### src/hdl/kdtl_pkg.sv
package kdtl_pkg;

  localparam int NUM_KEYS   = 9;
  localparam int COUNT_BITS = 8;
  localparam int THR_W      = 8;
  localparam int CMP_W      = (COUNT_BITS > THR_W) ? COUNT_BITS : THR_W;
  localparam int NUM_MODES  = 3;
  localparam int ADDR_W     = 3;
  localparam int DATA_W     = 32;

  localparam int MODE_RUN   = 0;
  localparam int MODE_STBY  = 1;
  localparam int MODE_NEG   = 2;

  typedef logic [COUNT_BITS-1:0] cnt_t;
  typedef logic [THR_W-1:0]      thr_t;
  typedef logic [CMP_W-1:0]      cmp_t;
  typedef logic [NUM_KEYS-1:0]   keys_t;
  typedef logic [NUM_MODES-1:0]  modes_t;

  localparam thr_t THR_RESET  = thr_t'(20);
  localparam logic REG_THRESH = 1'b0;

  typedef struct packed {
    keys_t  clean_keys;
    modes_t mode;
    logic   led_run;
  } res_t;

endpackage

### src/hdl/key_debounce_with_toggle_latches_top.sv
// Each accepted item's result is registered in the output buffer.
// One item per cycle unless stalled; every key has its own counter lane.
// A two-entry output buffer keeps input accepted while one result waits.
// Synchronous active-low reset clears all counters, levels and latches.
// Reset also sets the stable threshold register to 20.
module key_debounce_with_toggle_latches_top (
  input  logic                          clk,
  input  logic                          rst_n,
  input  logic                          in_valid,
  output logic                          in_stall,
  input  logic [kdtl_pkg::NUM_KEYS-1:0] in_raw_keys,
  output logic                          out_valid,
  input  logic                          out_stall,
  output logic [kdtl_pkg::NUM_KEYS-1:0] out_clean_keys,
  output logic                          out_run_on,
  output logic                          out_standby_on,
  output logic                          out_negpress_on,
  output logic                          out_led_run,
  output logic                          out_led_standby,
  output logic                          out_led_negpress,
  input  logic                          psel,
  input  logic                          penable,
  input  logic                          pwrite,
  input  logic [kdtl_pkg::ADDR_W-1:0]   paddr,
  input  logic [kdtl_pkg::DATA_W-1:0]   pwdata,
  output logic [kdtl_pkg::DATA_W-1:0]   prdata,
  output logic                          pready
);

  kdtl_pkg::thr_t  thr_r;
  kdtl_pkg::keys_t db_nxt;
  kdtl_pkg::res_t  res;
  kdtl_pkg::res_t  out_res;
  logic            acc;
  logic            reg_sel;

  assign pready  = 1'b1;
  assign reg_sel = (paddr[kdtl_pkg::ADDR_W-1] == kdtl_pkg::REG_THRESH);
  assign prdata  = reg_sel ? kdtl_pkg::DATA_W'(thr_r) : '0;

  always_ff @(posedge clk) begin
    if (!rst_n) begin
      thr_r <= kdtl_pkg::THR_RESET;
    end else if (psel && penable && pwrite && pready && reg_sel) begin
      thr_r <= pwdata[kdtl_pkg::THR_W-1:0];
    end
  end

  assign acc = in_valid & ~in_stall;

  for (genvar k = 0; k < kdtl_pkg::NUM_KEYS; k++) begin : g_lane
    kdtl_lane u_lane (
      .clk    (clk),
      .rst_n  (rst_n),
      .acc    (acc),
      .smp    (in_raw_keys[k]),
      .thr    (thr_r),
      .db_nxt (db_nxt[k])
    );
  end

  kdtl_toggle u_toggle (
    .clk    (clk),
    .rst_n  (rst_n),
    .acc    (acc),
    .db_nxt (db_nxt),
    .res    (res)
  );

  kdtl_outbuf u_outbuf (
    .clk      (clk),
    .rst_n    (rst_n),
    .wr_valid (in_valid),
    .wr_data  (res),
    .full     (in_stall),
    .rd_valid (out_valid),
    .rd_stall (out_stall),
    .rd_data  (out_res)
  );

  assign out_clean_keys   = out_res.clean_keys;
  assign out_run_on       = out_res.mode[kdtl_pkg::MODE_RUN];
  assign out_standby_on   = out_res.mode[kdtl_pkg::MODE_STBY];
  assign out_negpress_on  = out_res.mode[kdtl_pkg::MODE_NEG];
  assign out_led_run      = out_res.led_run;
  assign out_led_standby  = out_res.mode[kdtl_pkg::MODE_STBY];
  assign out_led_negpress = out_res.mode[kdtl_pkg::MODE_NEG];

endmodule

### src/hdl/kdtl_lane.sv
module kdtl_lane (
  input  logic                clk,
  input  logic                rst_n,
  input  logic                acc,
  input  logic                smp,
  input  kdtl_pkg::thr_t      thr,
  output logic                db_nxt
);

  localparam kdtl_pkg::cnt_t CNT_MAX = '1;

  logic           prev_r;
  logic           db_r;
  kdtl_pkg::cnt_t cnt_r;
  kdtl_pkg::cnt_t cnt_inc;
  kdtl_pkg::cnt_t cnt_nxt;

  always_comb begin
    cnt_inc = (cnt_r == CNT_MAX) ? cnt_r : cnt_r + kdtl_pkg::cnt_t'(1);
    if (smp != prev_r) begin
      cnt_nxt = '0;
      db_nxt  = 1'b0;
    end else begin
      cnt_nxt = cnt_inc;
      if (kdtl_pkg::cmp_t'(cnt_inc) >= kdtl_pkg::cmp_t'(thr)) begin
        db_nxt = smp;
      end else begin
        db_nxt = db_r;
      end
    end
  end

  always_ff @(posedge clk) begin
    if (!rst_n) begin
      prev_r <= 1'b0;
      db_r   <= 1'b0;
      cnt_r  <= '0;
    end else if (acc) begin
      prev_r <= smp;
      db_r   <= db_nxt;
      cnt_r  <= cnt_nxt;
    end
  end

endmodule

### src/hdl/kdtl_toggle.sv
module kdtl_toggle (
  input  logic                clk,
  input  logic                rst_n,
  input  logic                acc,
  input  kdtl_pkg::keys_t     db_nxt,
  output kdtl_pkg::res_t      res
);

  kdtl_pkg::modes_t ps_r;
  kdtl_pkg::modes_t ps_nxt;
  kdtl_pkg::modes_t mode_r;
  kdtl_pkg::modes_t mode_nxt;
  kdtl_pkg::modes_t tog;

  always_comb begin
    for (int b = 0; b < kdtl_pkg::NUM_MODES; b++) begin
      tog[b]      = db_nxt[b] & ~ps_r[b];
      ps_nxt[b]   = db_nxt[b];
      mode_nxt[b] = mode_r[b] ^ tog[b];
    end
    res.clean_keys = db_nxt;
    res.mode       = mode_nxt;
    res.led_run    = mode_nxt[kdtl_pkg::MODE_RUN] | tog[kdtl_pkg::MODE_NEG];
  end

  always_ff @(posedge clk) begin
    if (!rst_n) begin
      ps_r   <= '0;
      mode_r <= '0;
    end else if (acc) begin
      ps_r   <= ps_nxt;
      mode_r <= mode_nxt;
    end
  end

endmodule

### src/hdl/kdtl_outbuf.sv
module kdtl_outbuf (
  input  logic                clk,
  input  logic                rst_n,
  input  logic                wr_valid,
  input  kdtl_pkg::res_t      wr_data,
  output logic                full,
  output logic                rd_valid,
  input  logic                rd_stall,
  output kdtl_pkg::res_t      rd_data
);

  logic           out_valid_r;
  logic           out_valid_nxt;
  logic           skid_valid_r;
  logic           skid_valid_nxt;
  logic           load_out;
  logic           load_skid;
  logic           wr;
  kdtl_pkg::res_t out_r;
  kdtl_pkg::res_t out_nxt;
  kdtl_pkg::res_t skid_r;

  assign full     = skid_valid_r;
  assign rd_valid = out_valid_r;
  assign rd_data  = out_r;
  assign wr       = wr_valid & ~skid_valid_r;

  always_comb begin
    out_valid_nxt  = out_valid_r;
    skid_valid_nxt = skid_valid_r;
    load_out       = 1'b0;
    load_skid      = 1'b0;
    out_nxt        = wr_data;
    if (!out_valid_r || !rd_stall) begin
      if (skid_valid_r) begin
        load_out       = 1'b1;
        out_nxt        = skid_r;
        out_valid_nxt  = 1'b1;
        skid_valid_nxt = 1'b0;
      end else begin
        load_out      = wr;
        out_valid_nxt = wr;
      end
    end else if (wr) begin
      load_skid      = 1'b1;
      skid_valid_nxt = 1'b1;
    end
  end

  always_ff @(posedge clk) begin
    if (!rst_n) begin
      out_valid_r  <= 1'b0;
      skid_valid_r <= 1'b0;
    end else begin
      out_valid_r  <= out_valid_nxt;
      skid_valid_r <= skid_valid_nxt;
    end
  end

  always_ff @(posedge clk) begin
    if (load_out) begin
      out_r <= out_nxt;
    end
    if (load_skid) begin
      skid_r <= wr_data;
    end
  end

endmodule

### config.mk
export PLATFORM = sky130hd
export DESIGN_NAME = key_debounce_with_toggle_latches_top
export DESIGN_NICKNAME = d
export VERILOG_FILES = /design/src/hdl/kdtl_pkg.sv /design/src/hdl/key_debounce_with_toggle_latches_top.sv /design/src/hdl/kdtl_lane.sv /design/src/hdl/kdtl_toggle.sv /design/src/hdl/kdtl_outbuf.sv
export SDC_FILE = /design/constraint.sdc
export NUM_CORES = 1
export LEC_CHECK = 0
export BUFFER_PORTS_ARGS = -buffer_cell sky130_fd_sc_hd__buf_2
export CORE_UTILIZATION = 45
export DETAILED_ROUTE_END_ITERATION = 10
export SKIP_CTS_REPAIR_TIMING = 1
export SYNTH_ARGS = -nofsm -noshare
export SYNTH_HDL_FRONTEND = slang
export SYNTH_SLANG_ARGS = --single-unit
export TNS_END_PERCENT = 20
### constraint.sdc
create_clock -name clk -period 3.5 [get_ports clk]
set_clock_uncertainty 0.15 [all_clocks]
set_input_delay 0 -clock clk [delete_from_list [all_inputs] [get_ports clk]]
set_output_delay 0 -clock clk [all_outputs]
set_load 0.03 [all_outputs]
---- Yosys cells after proc, flatten, opt, wreduce, memory -nomap -nowiden ----
Cells that the tools add are included.
storage, ports and cells
  word-level logic and storage cells ...... 138
  bits of input ports ..................... 51
  memory bits (writable) .................. 0
  flip-flop bits (word level) ............. 132
  output and inout port bits .............. 50
  latch bits .............................. 0
  ROM bits ................................ 0
  memories kept ........................... 0
cells by class
  mux-type cells .......................... 43
  add/subtract/negate cells ............... 9
  multipliers ............................. 0
  bitwise operators ....................... 14
  divide/modulo/power cells ............... 0
  magnitude comparators ................... 9
  eq/ne operators ......................... 18
  reductions and logical operators ........ 7
  shift-type cells ........................ 0
operator list
  cell                   number
  $mux W8                19
  $add A8 B1 Y8 const B  9
  $eq A8 B8 Y1 const B   9
  $ge A8 B8 Y1           9
  $mux W13               2
  $mux W1                22
  $ne A1 B1 Y1           9
  $not A1 Y1             6
  $and A1 B1 Y1          4
  $logic_and A1 B1 Y1    3
  $xor A1 B1 Y1          3
  $logic_not A1 Y1       2
  $reduce_or A2 Y1       1
  $logic_or A1 B1 Y1     1
  $or A1 B1 Y1           1

---- Depth between registers and ports, before layout ----
Gate-level depths: netlist of the first run.
  depth in word-level cells ............... 10
  gate-level depth with buffers ........... 12
  depth with buffers taken out ............ 11

---- Hierarchy ----
A second synthesis of the first run with hierarchy kept.
unflattened totals
  cells, all modules ...................... 1,096
  area total of the unflattened synthesis .. 9,542.9 um^2
modules (own cells, without submodules)
  module                                cells an instance  times used  area each (um^2)
  kdtl_lane                             104                9           828.3
  kdtl_outbuf                           49                 1           1,078.5
  key_debounce_with_toggle_latches_top  73                 1           621.8
  kdtl_toggle                           38                 1           387.9

---- Least setup slack after synthesis of the first run ----
OpenSTA, ideal clock, no wires.
  path kind ............................... flip-flop to flip-flop
  from .................................... register g_lane[0].u_lane.cnt_r[0]
  to ...................................... register u_outbuf.out_r (netlist bit u_outbuf.rd_data[0]) (data pin)
  stages on the path, launching flop included .. 11
  clock period less this slack ............ 3.054 ns
  setup slack ............................. 0.446 ns
  data required time ...................... 3.190 ns
  path buffers ............................ 1
  data arrival time ....................... 2.744 ns
  library setup time ...................... 0.160 ns
  cell sequence ........................... dfxtp_1 ha_1 nand2_1 or3_1 buf_2 mux2_2 ha_1 a31oi_1 o21a_1 or4_1 a41oi_1
RTL lines
  item                    RTL line           text
  start, declared         kdtl_lane.sv:14    kdtl_pkg::cnt_t cnt_r;
  start signal, assigned  kdtl_lane.sv:41    cnt_r <= cnt_nxt;
  end signal, assigned    kdtl_outbuf.sv:62  out_r <= out_nxt;
  end, declared           kdtl_outbuf.sv:19  kdtl_pkg::res_t out_r;

==> results of run 1 <==
cell usage in the layout, fill, tap and decap left out, types with 7 or more instances in the layout:
master           n
a211oi_1         7
a21o_1          10
a21oi_1         71
a22oi_1         22
a31oi_1         46
and2_1          14
buf_2           49
buf_4           16
clkbuf_1         7
clkbuf_16       18
conb_1          25
dfxtp_1        103
dlygate4sd3_1   22
edfxtp_1        26
ha_1            80
inv_1            9
mux2_2          24
nand2_1        131
nand2b_1        20
nand3_1         36
nand4_1         13
nor2_1         129
nor3_1          16
nor3b_1          7
nor4_1           8
o211ai_1         9
o21a_1          15
o21ai_0         31
o22ai_1          7
o31ai_1         14
or3_1           16
xnor2_1         20
xor2_1          10
final cells by class:
type                    instances  area (um2)  share of cell area [%]
well taps                     229       286.5                   2.945
clock buffers                  28       518.0                   5.324
flip-flops and latches        129        2843                   29.22
repair buffers                 88       605.6                   6.224
multi-input cells             849        5393                   55.43
inverters                      10       37.54                  0.3858
clock inverters                 4       46.29                  0.4758
flip-flops by register name, indices dropped and copies added, names as in the netlist:
name	count
g_lane.u_lane.cnt_r	72
u_outbuf.rd_data	13
u_outbuf.skid_r	13
g_lane.u_lane.prev_r	9
thr_r	8
g_lane.u_lane.db_r	6
u_toggle.mode_r	3
u_toggle.ps_r	3
u_outbuf.full	1
u_outbuf.rd_valid	1
power groups by stage:
stage	registers (mW)	clock network [mW]	logic, mW
after floorplan	1.62	0	0.264
after global placement	1.60	0	0.361
after detailed placement	1.60	0	0.364
after CTS	1.57	1.78	0.366
after global routing	1.58	1.84	0.425
final	1.57	1.73	0.382
worst min path at each step:
stage                                endpoint  slack [ps]      start
floorplan                            thr_r[1]         -10  pwdata[1]
global placement                     thr_r[2]          90  pwdata[2]
detailed placement                   thr_r[2]          90  pwdata[2]
CTS                                  thr_r[2]        -360  pwdata[2]
global route                         thr_r[5]          20    penable
finish              g_lane[6].u_lane.cnt_r[1]         -10      rst_n
cells in the mapped netlist, types with 5 or more instances:
cell type    n
xor2_1      10
nand2_1    131
o31ai_1     15
nand3_1     36
o21a_1      16
a21o_1      10
nor3b_1      7
o22ai_1      7
and3_1       6
nand3b_1     6
nand2b_1    21
edfxtp_1    26
or3_1       16
dfxtp_1    103
ha_1        81
a22oi_1     22
buf_4       27
or4_1        5
and2_1      14
clkbuf_1    24
buf_2        9
and4_1       6
nor4_1       8
o211ai_1     9
a21oi_1     72
inv_1        9
mux2_2      24
a31oi_1     46
nor2_1     129
xnor2_1     20
nor3_1      16
a211o_1      6
nand4_1     13
o21ai_0     31
a211oi_1     7
a41oi_1      5
kinds of logic after synthesis:
family	Yosys count	synth area share, %
AND/OR/NAND/NOR	423	23.26
AO/OA/AOI/OAI	264	20.25
flip-flops	129	33.34
adder cells (fa/ha/maj)	81	11.89
buffers and inverters	76	4.695
XOR/XNOR	30	3.081
multiplexers	26	3.404
other	2	0.08807
metrics by stage:
stage / hold WS (ps) / setup slack, ps / util, %
2_1_floorplan: -14.04 / 445.9 / -
3_3_place_gp: 87.13 / 176.3 / 48.91
3_5_place_dp: 87.72 / 183.1 / 48.91
4_1_cts: -356.7 / 150.0 / 52.00
5_1_grt: 19.65 / 28.23 / 53.25
6_report: -9.538 / 195.3 / 53.25
metal layers:
metal  up-vias  share of wire [%]  global-route usage [%]
met5         -                  0                       0
met4         0                1.5                   6.883
met3        25                3.6                   4.646
met2       133                 45                   35.52
met1      3425                 50                   29.12
li1       3871                  -                       -
worst max-delay path, stage by stage, from the launching register on:
cell and delay [ps]:
dfxtp_1 440, ha_2 290, nand2_1 100, or3_1 480, mux2_2 320, ha_1 270, a31oi_1 80, o21a_2 290
or4_1 490, a41oi_1 220
==> metrics.md, run 1 <==
| Metric | Value |
|---|---|
| Largest net degree at the start of global routing | 58 |
| Clk network pwr share | 47.0% |
| Reg-to-reg slack, setup | 200 ps |
| Antenna violations before repair | 0 |
| Area growth syn-to-layout | 14.10% |
| ANT cells | 0 |
| Worst r2r path cells | 9 |
| Fin. Hold Viols | 2 |
| WP data arrival | 3400 ps |
| CTS root buf | clkbuf_16 |
| Max clock buf depth | 2 |
| Status | finished, violations left |
| Row cnt | 49 |
| Die area | 19,500 um2 |
| Sequential element share of the synthesized area | 33.34% |
| Antenna Nets Post-Route | 0 |
| Design area | 9729 um2 |
| Worst hold-check path type | input pin to flip-flop |
| Die H | 139.7 um |
| Initial Util | 46.67% |
| Violations in the final reports | negative hold slack |
| DP HPWL | 13.91 mm |
| Leak pwr | 4.102 nW |
| DRT iter0 DRCs | 462 |
| Synth Flop Type | dfxtp_1 |
| Combinational share of power | 10.4% |
| NumNets Final | 1,227 |
| Post-synth EDFFs | 26 |
| Internal | 2.745 mW |
| R2r endpoint | u_outbuf.rd_data[0] |
| TritonCTS clock tree | built |
| Wire per inst | 15.43 um |
| Max Freq | 302.6 MHz |
| Final total power | 3.682 mW |
| Async SR Flop Fraction | 0% |
| Average size of a mapped cell | 8.271 um2 |
| Worst setup endpoint | u_outbuf.rd_data[0] |
| Placeable core area | 18,270 um2 |
| Peak supply drop | 0.3023 mV |
| I/O pin total | 101 |
| Final setup fails | 0 |
| Setup TNS | 0 ps |
| Worst hold slack | -9.538 ps |
| Max_slew headroom | 34.17% |
| Leading post-synthesis cells by cell area | dfxtp_1 (24%), ha_1 (12%), edfxtp_1 (9.2%) |
| Via/cell ratio | 5.575 |
| Cts bufs inserted | 17 |
| Final slew viol count | 0 |
| Worst setup EP type | flip-flop |
| Synth area leader | dfxtp_1 |
| H-tree lvl count | 4 |
| Post-Syn Area | 8527 um2 |
| Syn Inst Count | 1,031 |
| Net switching power | 0.9372 mW |
| WP data required | 3590 ps |
| Fillers | 1,749 |
| DRC viols | 0 |
| Post-Place Cells | 1,283 |
| Gr usage total | 21.92% |
| Pwr dens | 378.5 nW/um2 |
| Synth Warn # | 0 |
| Max_cap viols | 0 |
| Crit. Startpoint | g_lane[0].u_lane.cnt_r[0] |
| Fin cells | 1,337 |
| RSZ-0062 raised after global routing | no |
| Clock tree sinks | 129 |
| Routed wire length | 20.63 mm |
| Drt first pass iters | 4 |
| Switching share of total power | 25.45% |
| Post-DP Area | 8936 um2 |
| Critical Path Source Type | flip-flop |
| First-pass GRT wire length | 33.63 mm |
| Worst-margin pin slew | 987.4 ps |
| Die W | 139.7 um |
| Post-synthesis cell type count | 60 |
| Min Tclk post-route | 3305 ps |
| Yosys top cell area share | 24.18% |
| Grt ovf | 0 |
| Vias in the first global route | 6,570 |
| Layout cells sized above 1 | 11.46% |
| Category of the most critical setup path | flip-flop to flip-flop |
| Worst-Skew Late Latency | 420 ps |
| Period utilisation layout | 94.42% |
| Clock transition at path regs | 60 ps |
| Reg2reg start | g_lane[0].u_lane.cnt_r[0] |
| Seq pwr share | 42.7% |
| Yosys reg bits | 129 |
| Port Buf Inserts | 49 |
| Via count | 7,454 |
| CP Max Fanout | 9 |
| Routability Congestion | 0.8480 |
| Worst Hold Depth | 3 |
Note: power is estimated with default switching activity, not from simulation.
==> inputs of run 2 (changes only) <==
SETUP_SLACK_MARGIN = 0.2   (was default)
==> metrics.md, run 2 (same netlist as run 1, synthesis figures left out) <==
| Metric | Value |
|---|---|
| Worst-Skew Late Latency | 420 ps (about the same) |
| Max_cap viols | 0 (unchanged) |
| Cts bufs inserted | 17 (unchanged) |
| Routed wire length | 20.67 mm (+0.16%) |
| DP HPWL | 13.91 mm (unchanged) |
| Die W | 139.7 um (unchanged) |
| Worst slack, placed | 183.1 ps (unchanged) |
| Drt first pass iters | 5 (+1) |
| Post-Place Cells | 1,283 (unchanged) |
| CTS root buf | clkbuf_16 |
| Largest net degree at the start of global routing | 58 (unchanged) |
| Largest Register | g_lane.u_lane.cnt_r |
| H-tree lvl count | 4 (unchanged) |
| Most common cell after layout, fill and taps aside | nand2_1 |
| Die H | 139.7 um (unchanged) |
| Fin cells | 1,337 (unchanged) |
| Fin util | 53.31% (+0.055 points) |
| RSZ-0062 raised after global routing | yes |
| Antenna violations before repair | 0 (unchanged) |
| Design area | 9739 um2 (+0.10%) |
| Vias in the first global route | 6,570 (unchanged) |
| TritonCTS clock tree | built |
| Setup ws final | 234.2 ps (+38.87 ps) |
| Pwr dens | 378.3 nW/um2 (about the same) |
| Fin. Hold Viols | 2 (unchanged) |
| Worst-margin pin slew | 992.3 ps (+4.862 ps) |
| Final setup fails | 0 (unchanged) |
| Die area | 19,500 um2 (unchanged) |
| Peak supply drop | 0.3133 mV (+3.7%) |
| Category of the most critical setup path | flip-flop to flip-flop |
| Most frequent cells in the layout | nand2_1 (131), nor2_1 (129), dfxtp_1 (102) |
| Area growth syn-to-layout | 14.22% |
| First-pass GRT wire length | 33.63 mm (unchanged) |
| Via count | 7,457 (+0.040%) |
| Final total power | 3.684 mW (about the same) |
| Post-DP Area | 8936 um2 (unchanged) |
| CP Max Fanout | 8 (-1) |
| Routability Congestion | 0.8480 (unchanged) |
| Gr usage total | 21.92% (unchanged) |
| DRT iter0 DRCs | 446 (-3.5%) |
| Initial Util | 46.67% (unchanged) |
| Worst setup EP type | flip-flop |
| Placeable core area | 18,270 um2 (unchanged) |
| Layout cells sized above 1 | 11.73% (+0.27 points) |
| Largest register FFs | 72 (unchanged) |
| ANT cells | 0 (unchanged) |
| Max Freq | 306.2 MHz (+1.2%) |
| Setup TNS | 0 ps (unchanged) |
| Final slew viol count | 0 (unchanged) |
| Clock transition at path regs | 60 ps (about the same) |
| WP data arrival | 3350 ps (-50 ps) |
| Status | finished, violations left |
| I/O pin total | 101 (unchanged) |
| Max_slew headroom | 33.85% (-0.32 points) |
| Min Tclk post-route | 3266 ps (-38.87 ps) |
| Worst hold slack | -10.14 ps (-0.6006 ps) |
| Row cnt | 49 (unchanged) |
| Port Buf Inserts | 49 (unchanged) |
| Max clock buf depth | 2 (unchanged) |
| NumNets Final | 1,227 (unchanged) |
| Wire per inst | 15.46 um (+0.16%) |
| Via/cell ratio | 5.577 (about the same) |
| Period utilisation layout | 93.31% (-1.1 points) |
| Clock tree sinks | 129 (unchanged) |
| Violations in the final reports | negative hold slack |
| Antenna Nets Post-Route | 0 (unchanged) |
| Worst hold-check path type | input pin to flip-flop |
| WP data required | 3580 ps (about the same) |
| Leak pwr | 4.105 nW (about the same) |
| Grt ovf | 0 (unchanged) |
| DRC viols | 0 (unchanged) |
| Critical Path Source Type | flip-flop |
[run 2: cell counts in the layout (fill, tap and decap cells not counted)]
No cell type changed its count.
[run 2: worst paths after layout]
kind	startpoint	end	cells after the start	slack, ps
max	g_lane[8].u_lane.cnt_r[0]	u_outbuf.rd_data[12]	11	230
min	rst_n	g_lane[6].u_lane.cnt_r[1]	3	-10
max reg2reg	g_lane[8].u_lane.cnt_r[0]	u_outbuf.rd_data[12]	11	230
min reg2reg	thr_r[6]	thr_r[6]	2	300
[run 2: final cells by class]
class | count | area (um2)
fill | 1745 | 8531
timing repair buffer | 88 | 605.6
clock inverter | 4 | 46.29
tap | 229 | 286.5
clock buffer | 28 | 518.0
multi-input combinational | 849 | 5401
inverter | 10 | 37.54
sequential | 129 | 2844
[run 2: where the power goes]
group	leakage, nW	total (mW)	internal, mW	switching [mW]
Sequential	1.09	1.57	1.55	0.0253
Combinational	2.73	0.382	0.124	0.259
Clock	0.278	1.73	1.08	0.655
[run 2: worst max-delay path, stage by stage, from the launching register on]
cell and delay (ps):
dfxtp_1 430, ha_1 240, nand2_1 110, or3_1 510, nor2b_1 190, xor2_1 150
ha_1 210, a21oi_1 120, nor2_1 50, a211o_1 290, or3_1 420, a31oi_1 210
[run 2: metal layers]
metal  vias to the layer above  global-route usage [%]  routed length (um)
li1                       3869                       -                   -
met1                      3436                   29.12               10330
met2                       127                   35.52                9368
met3                        25                   4.646                 664
met4                         0                   6.883                 306
met5                         -                       0                   0
==> inputs of run 3 (changes only) <==
CORE_MARGIN = 10   (was default)
CTS_CLUSTER_DIAMETER = 80   (was default)
clock period = 3.65 ns   (was 3.5 ns; I/O delays follow)
==> metrics.md, run 3 (same netlist as run 1, synthesis figures left out) <==
| Metric | Value |
|---|---|
| Cts bufs inserted | 17 (unchanged) |
| Violations in the final reports | negative hold slack |
| NumNets Final | 1,226 (-0.081%) |
| Layout cells sized above 1 | 11.65% (-0.080 points) |
| DRT iter0 DRCs | 462 (+3.6%) |
| DRC viols | 0 (unchanged) |
| Reg2reg start | g_lane[0].u_lane.cnt_r[0] |
| Design area | 9739 um2 (unchanged) |
| Max_slew headroom | 27.84% (-6.0 points) |
| Fin util | 52.24% (-1.1 points) |
| First-pass GRT wire length | 34.71 mm (+3.2%) |
| Port Buf Inserts | 49 (unchanged) |
| Most frequent cells in the layout | nand2_1 (131), nor2_1 (129), dfxtp_1 (103) |
| Clock transition at path regs | 60 ps (about the same) |
| Clock tree sinks | 129 (unchanged) |
| Max_cap viols | 0 (unchanged) |
| Peak supply drop | 0.2876 mV (-8.2%) |
| Die W | 157.7 um (+13%) |
| Die area | 24,860 um2 (+27%) |
| Final total power | 3.543 mW (-3.8%) |
| WP data required | 3750 ps (+170 ps) |
| Routed wire length | 21.66 mm (+4.8%) |
| Worst hold slack | -9.692 ps (+0.4468 ps) |
| Routability Congestion | 0.8102 (-4.5%) |
| Fin. Hold Viols | 6 (+4) |
| Critical Path Source Type | flip-flop |
| Final setup fails | 0 (unchanged) |
| Worst setup EP type | flip-flop |
| Period utilisation layout | 88.86% (-4.4 points) |
| Hold Crit Start | rst_n |
| Most common cell after layout, fill and taps aside | nand2_1 |
| Post-DP Area | 8907 um2 (-0.32%) |
| Worst-Skew Late Latency | 420 ps (about the same) |
| Setup TNS | 0 ps (unchanged) |
| Initial Util | 45.74% (-0.93 points) |
| Min Tclk post-route | 3243 ps (-22.45 ps) |
| CP Max Fanout | 9 (+1) |
| Via count | 7,604 (+2.0%) |
| RSZ-0062 raised after global routing | yes |
| Leak pwr | 4.090 nW (-0.36%) |
| Die H | 157.7 um (+13%) |
| Largest Register | g_lane.u_lane.cnt_r |
| Antenna violations before repair | 0 (unchanged) |
| Via/cell ratio | 5.670 (+1.7%) |
| Row cnt | 50 (+2.0%) |
| Placeable core area | 18,640 um2 (+2.0%) |
| I/O pin total | 101 (unchanged) |
| CTS root buf | clkbuf_16 |
| Max Freq | 308.3 MHz (+0.69%) |
| Status | finished, violations left |
| DP HPWL | 14.82 mm (+6.6%) |
| H-tree lvl count | 4 (unchanged) |
| Area growth syn-to-layout | 14.22% (unchanged) |
| Gr usage total | 17.39% (-4.5 points) |
| Pwr dens | 363.8 nW/um2 (-3.8%) |
| WP data arrival | 3340 ps (about the same) |
| Worst-margin pin slew | 1081 ps (+88.57 ps) |
| Seq. cell area | 2843 um2 (about the same) |
| Largest register FFs | 72 (unchanged) |
| Worst hold-check path type | input pin to flip-flop |
| Category of the most critical setup path | flip-flop to flip-flop |
| ANT cells | 0 (unchanged) |
| Fillers | 1,799 (+3.1%) |
| Area of the multi-input gates | 5398 um2 (about the same) |
| Grt ovf | 0 (unchanged) |
| Wire per inst | 16.15 um (+4.5%) |
| Vias in the first global route | 6,841 (+4.1%) |
| Drt first pass iters | 5 (unchanged) |
| Max clock buf depth | 2 (unchanged) |
| Crit. Startpoint | g_lane[0].u_lane.cnt_r[0] |
| Largest net degree at the start of global routing | 53 (-8.6%) |
| Final slew viol count | 0 (unchanged) |
| Antenna Nets Post-Route | 0 (unchanged) |
| TritonCTS clock tree | built |
run 3: changes by cell type in the layout (fill, tap and decap cells not counted), sizes merged:
cell	before	now
buf	66	63
clkinvlp	0	2
clkbuf	28	24
clkinv	2	4
dlygate4sd3	22	24
run 3: power by group:
| part | internal (mW) | leakage (nW) | switching, mW |
|---|---|---|---|
| logic | 0.118 | 2.72 | 0.251 |
| registers | 1.48 | 1.09 | 0.0255 |
| clock network | 1.03 | 0.282 | 0.637 |
| total | 2.63 | 4.09 | 0.913 |
run 3: routing by layer:
metal	GRT usage, %	wire length [um]
met3	3.392	881
met5	0	0
met2	27.46	9756
met4	4.809	276
met1	23.60	10740
run 3: worst paths after layout:
check	endpoint	slack [ps]	cells past startpoint
worst min-delay path	g_lane[0].u_lane.cnt_r[2]	-10	2
worst max register to register	u_outbuf.rd_data[0]	410	9
worst max-delay path	u_outbuf.rd_data[0]	410	9
worst min register to register	thr_r[1]	300	2
run 3: area by class of cell:
cell class | count | area share, %
tap | 234 | 3.006
sequential | 129 | 29.19
timing repair buffer | 87 | 6.064
clock buffer | 24 | 5.164
multi-input combinational | 849 | 55.42
inverter | 10 | 0.3854
clock inverter | 8 | 0.7708
run 3: per-stage QoR:
stage / worst slack [ps] / cells
3_3_place_gp: 332.0 / 1285
2_1_floorplan: 595.9 / 1054
6_report: 406.7 / 1341
4_1_cts: 291.1 / 1317
5_1_grt: 195.6 / 1341
3_5_place_dp: 329.1 / 1285
run 3: worst max-delay path, stage by stage (launching register included):
cell	delay (ps)
dfxtp_1	430
ha_2	280
nand2_1	100
or3_4	430
mux2_2	300
ha_1	280
a31oi_1	90
o21a_2	280
or4_1	500
a41oi_1	230
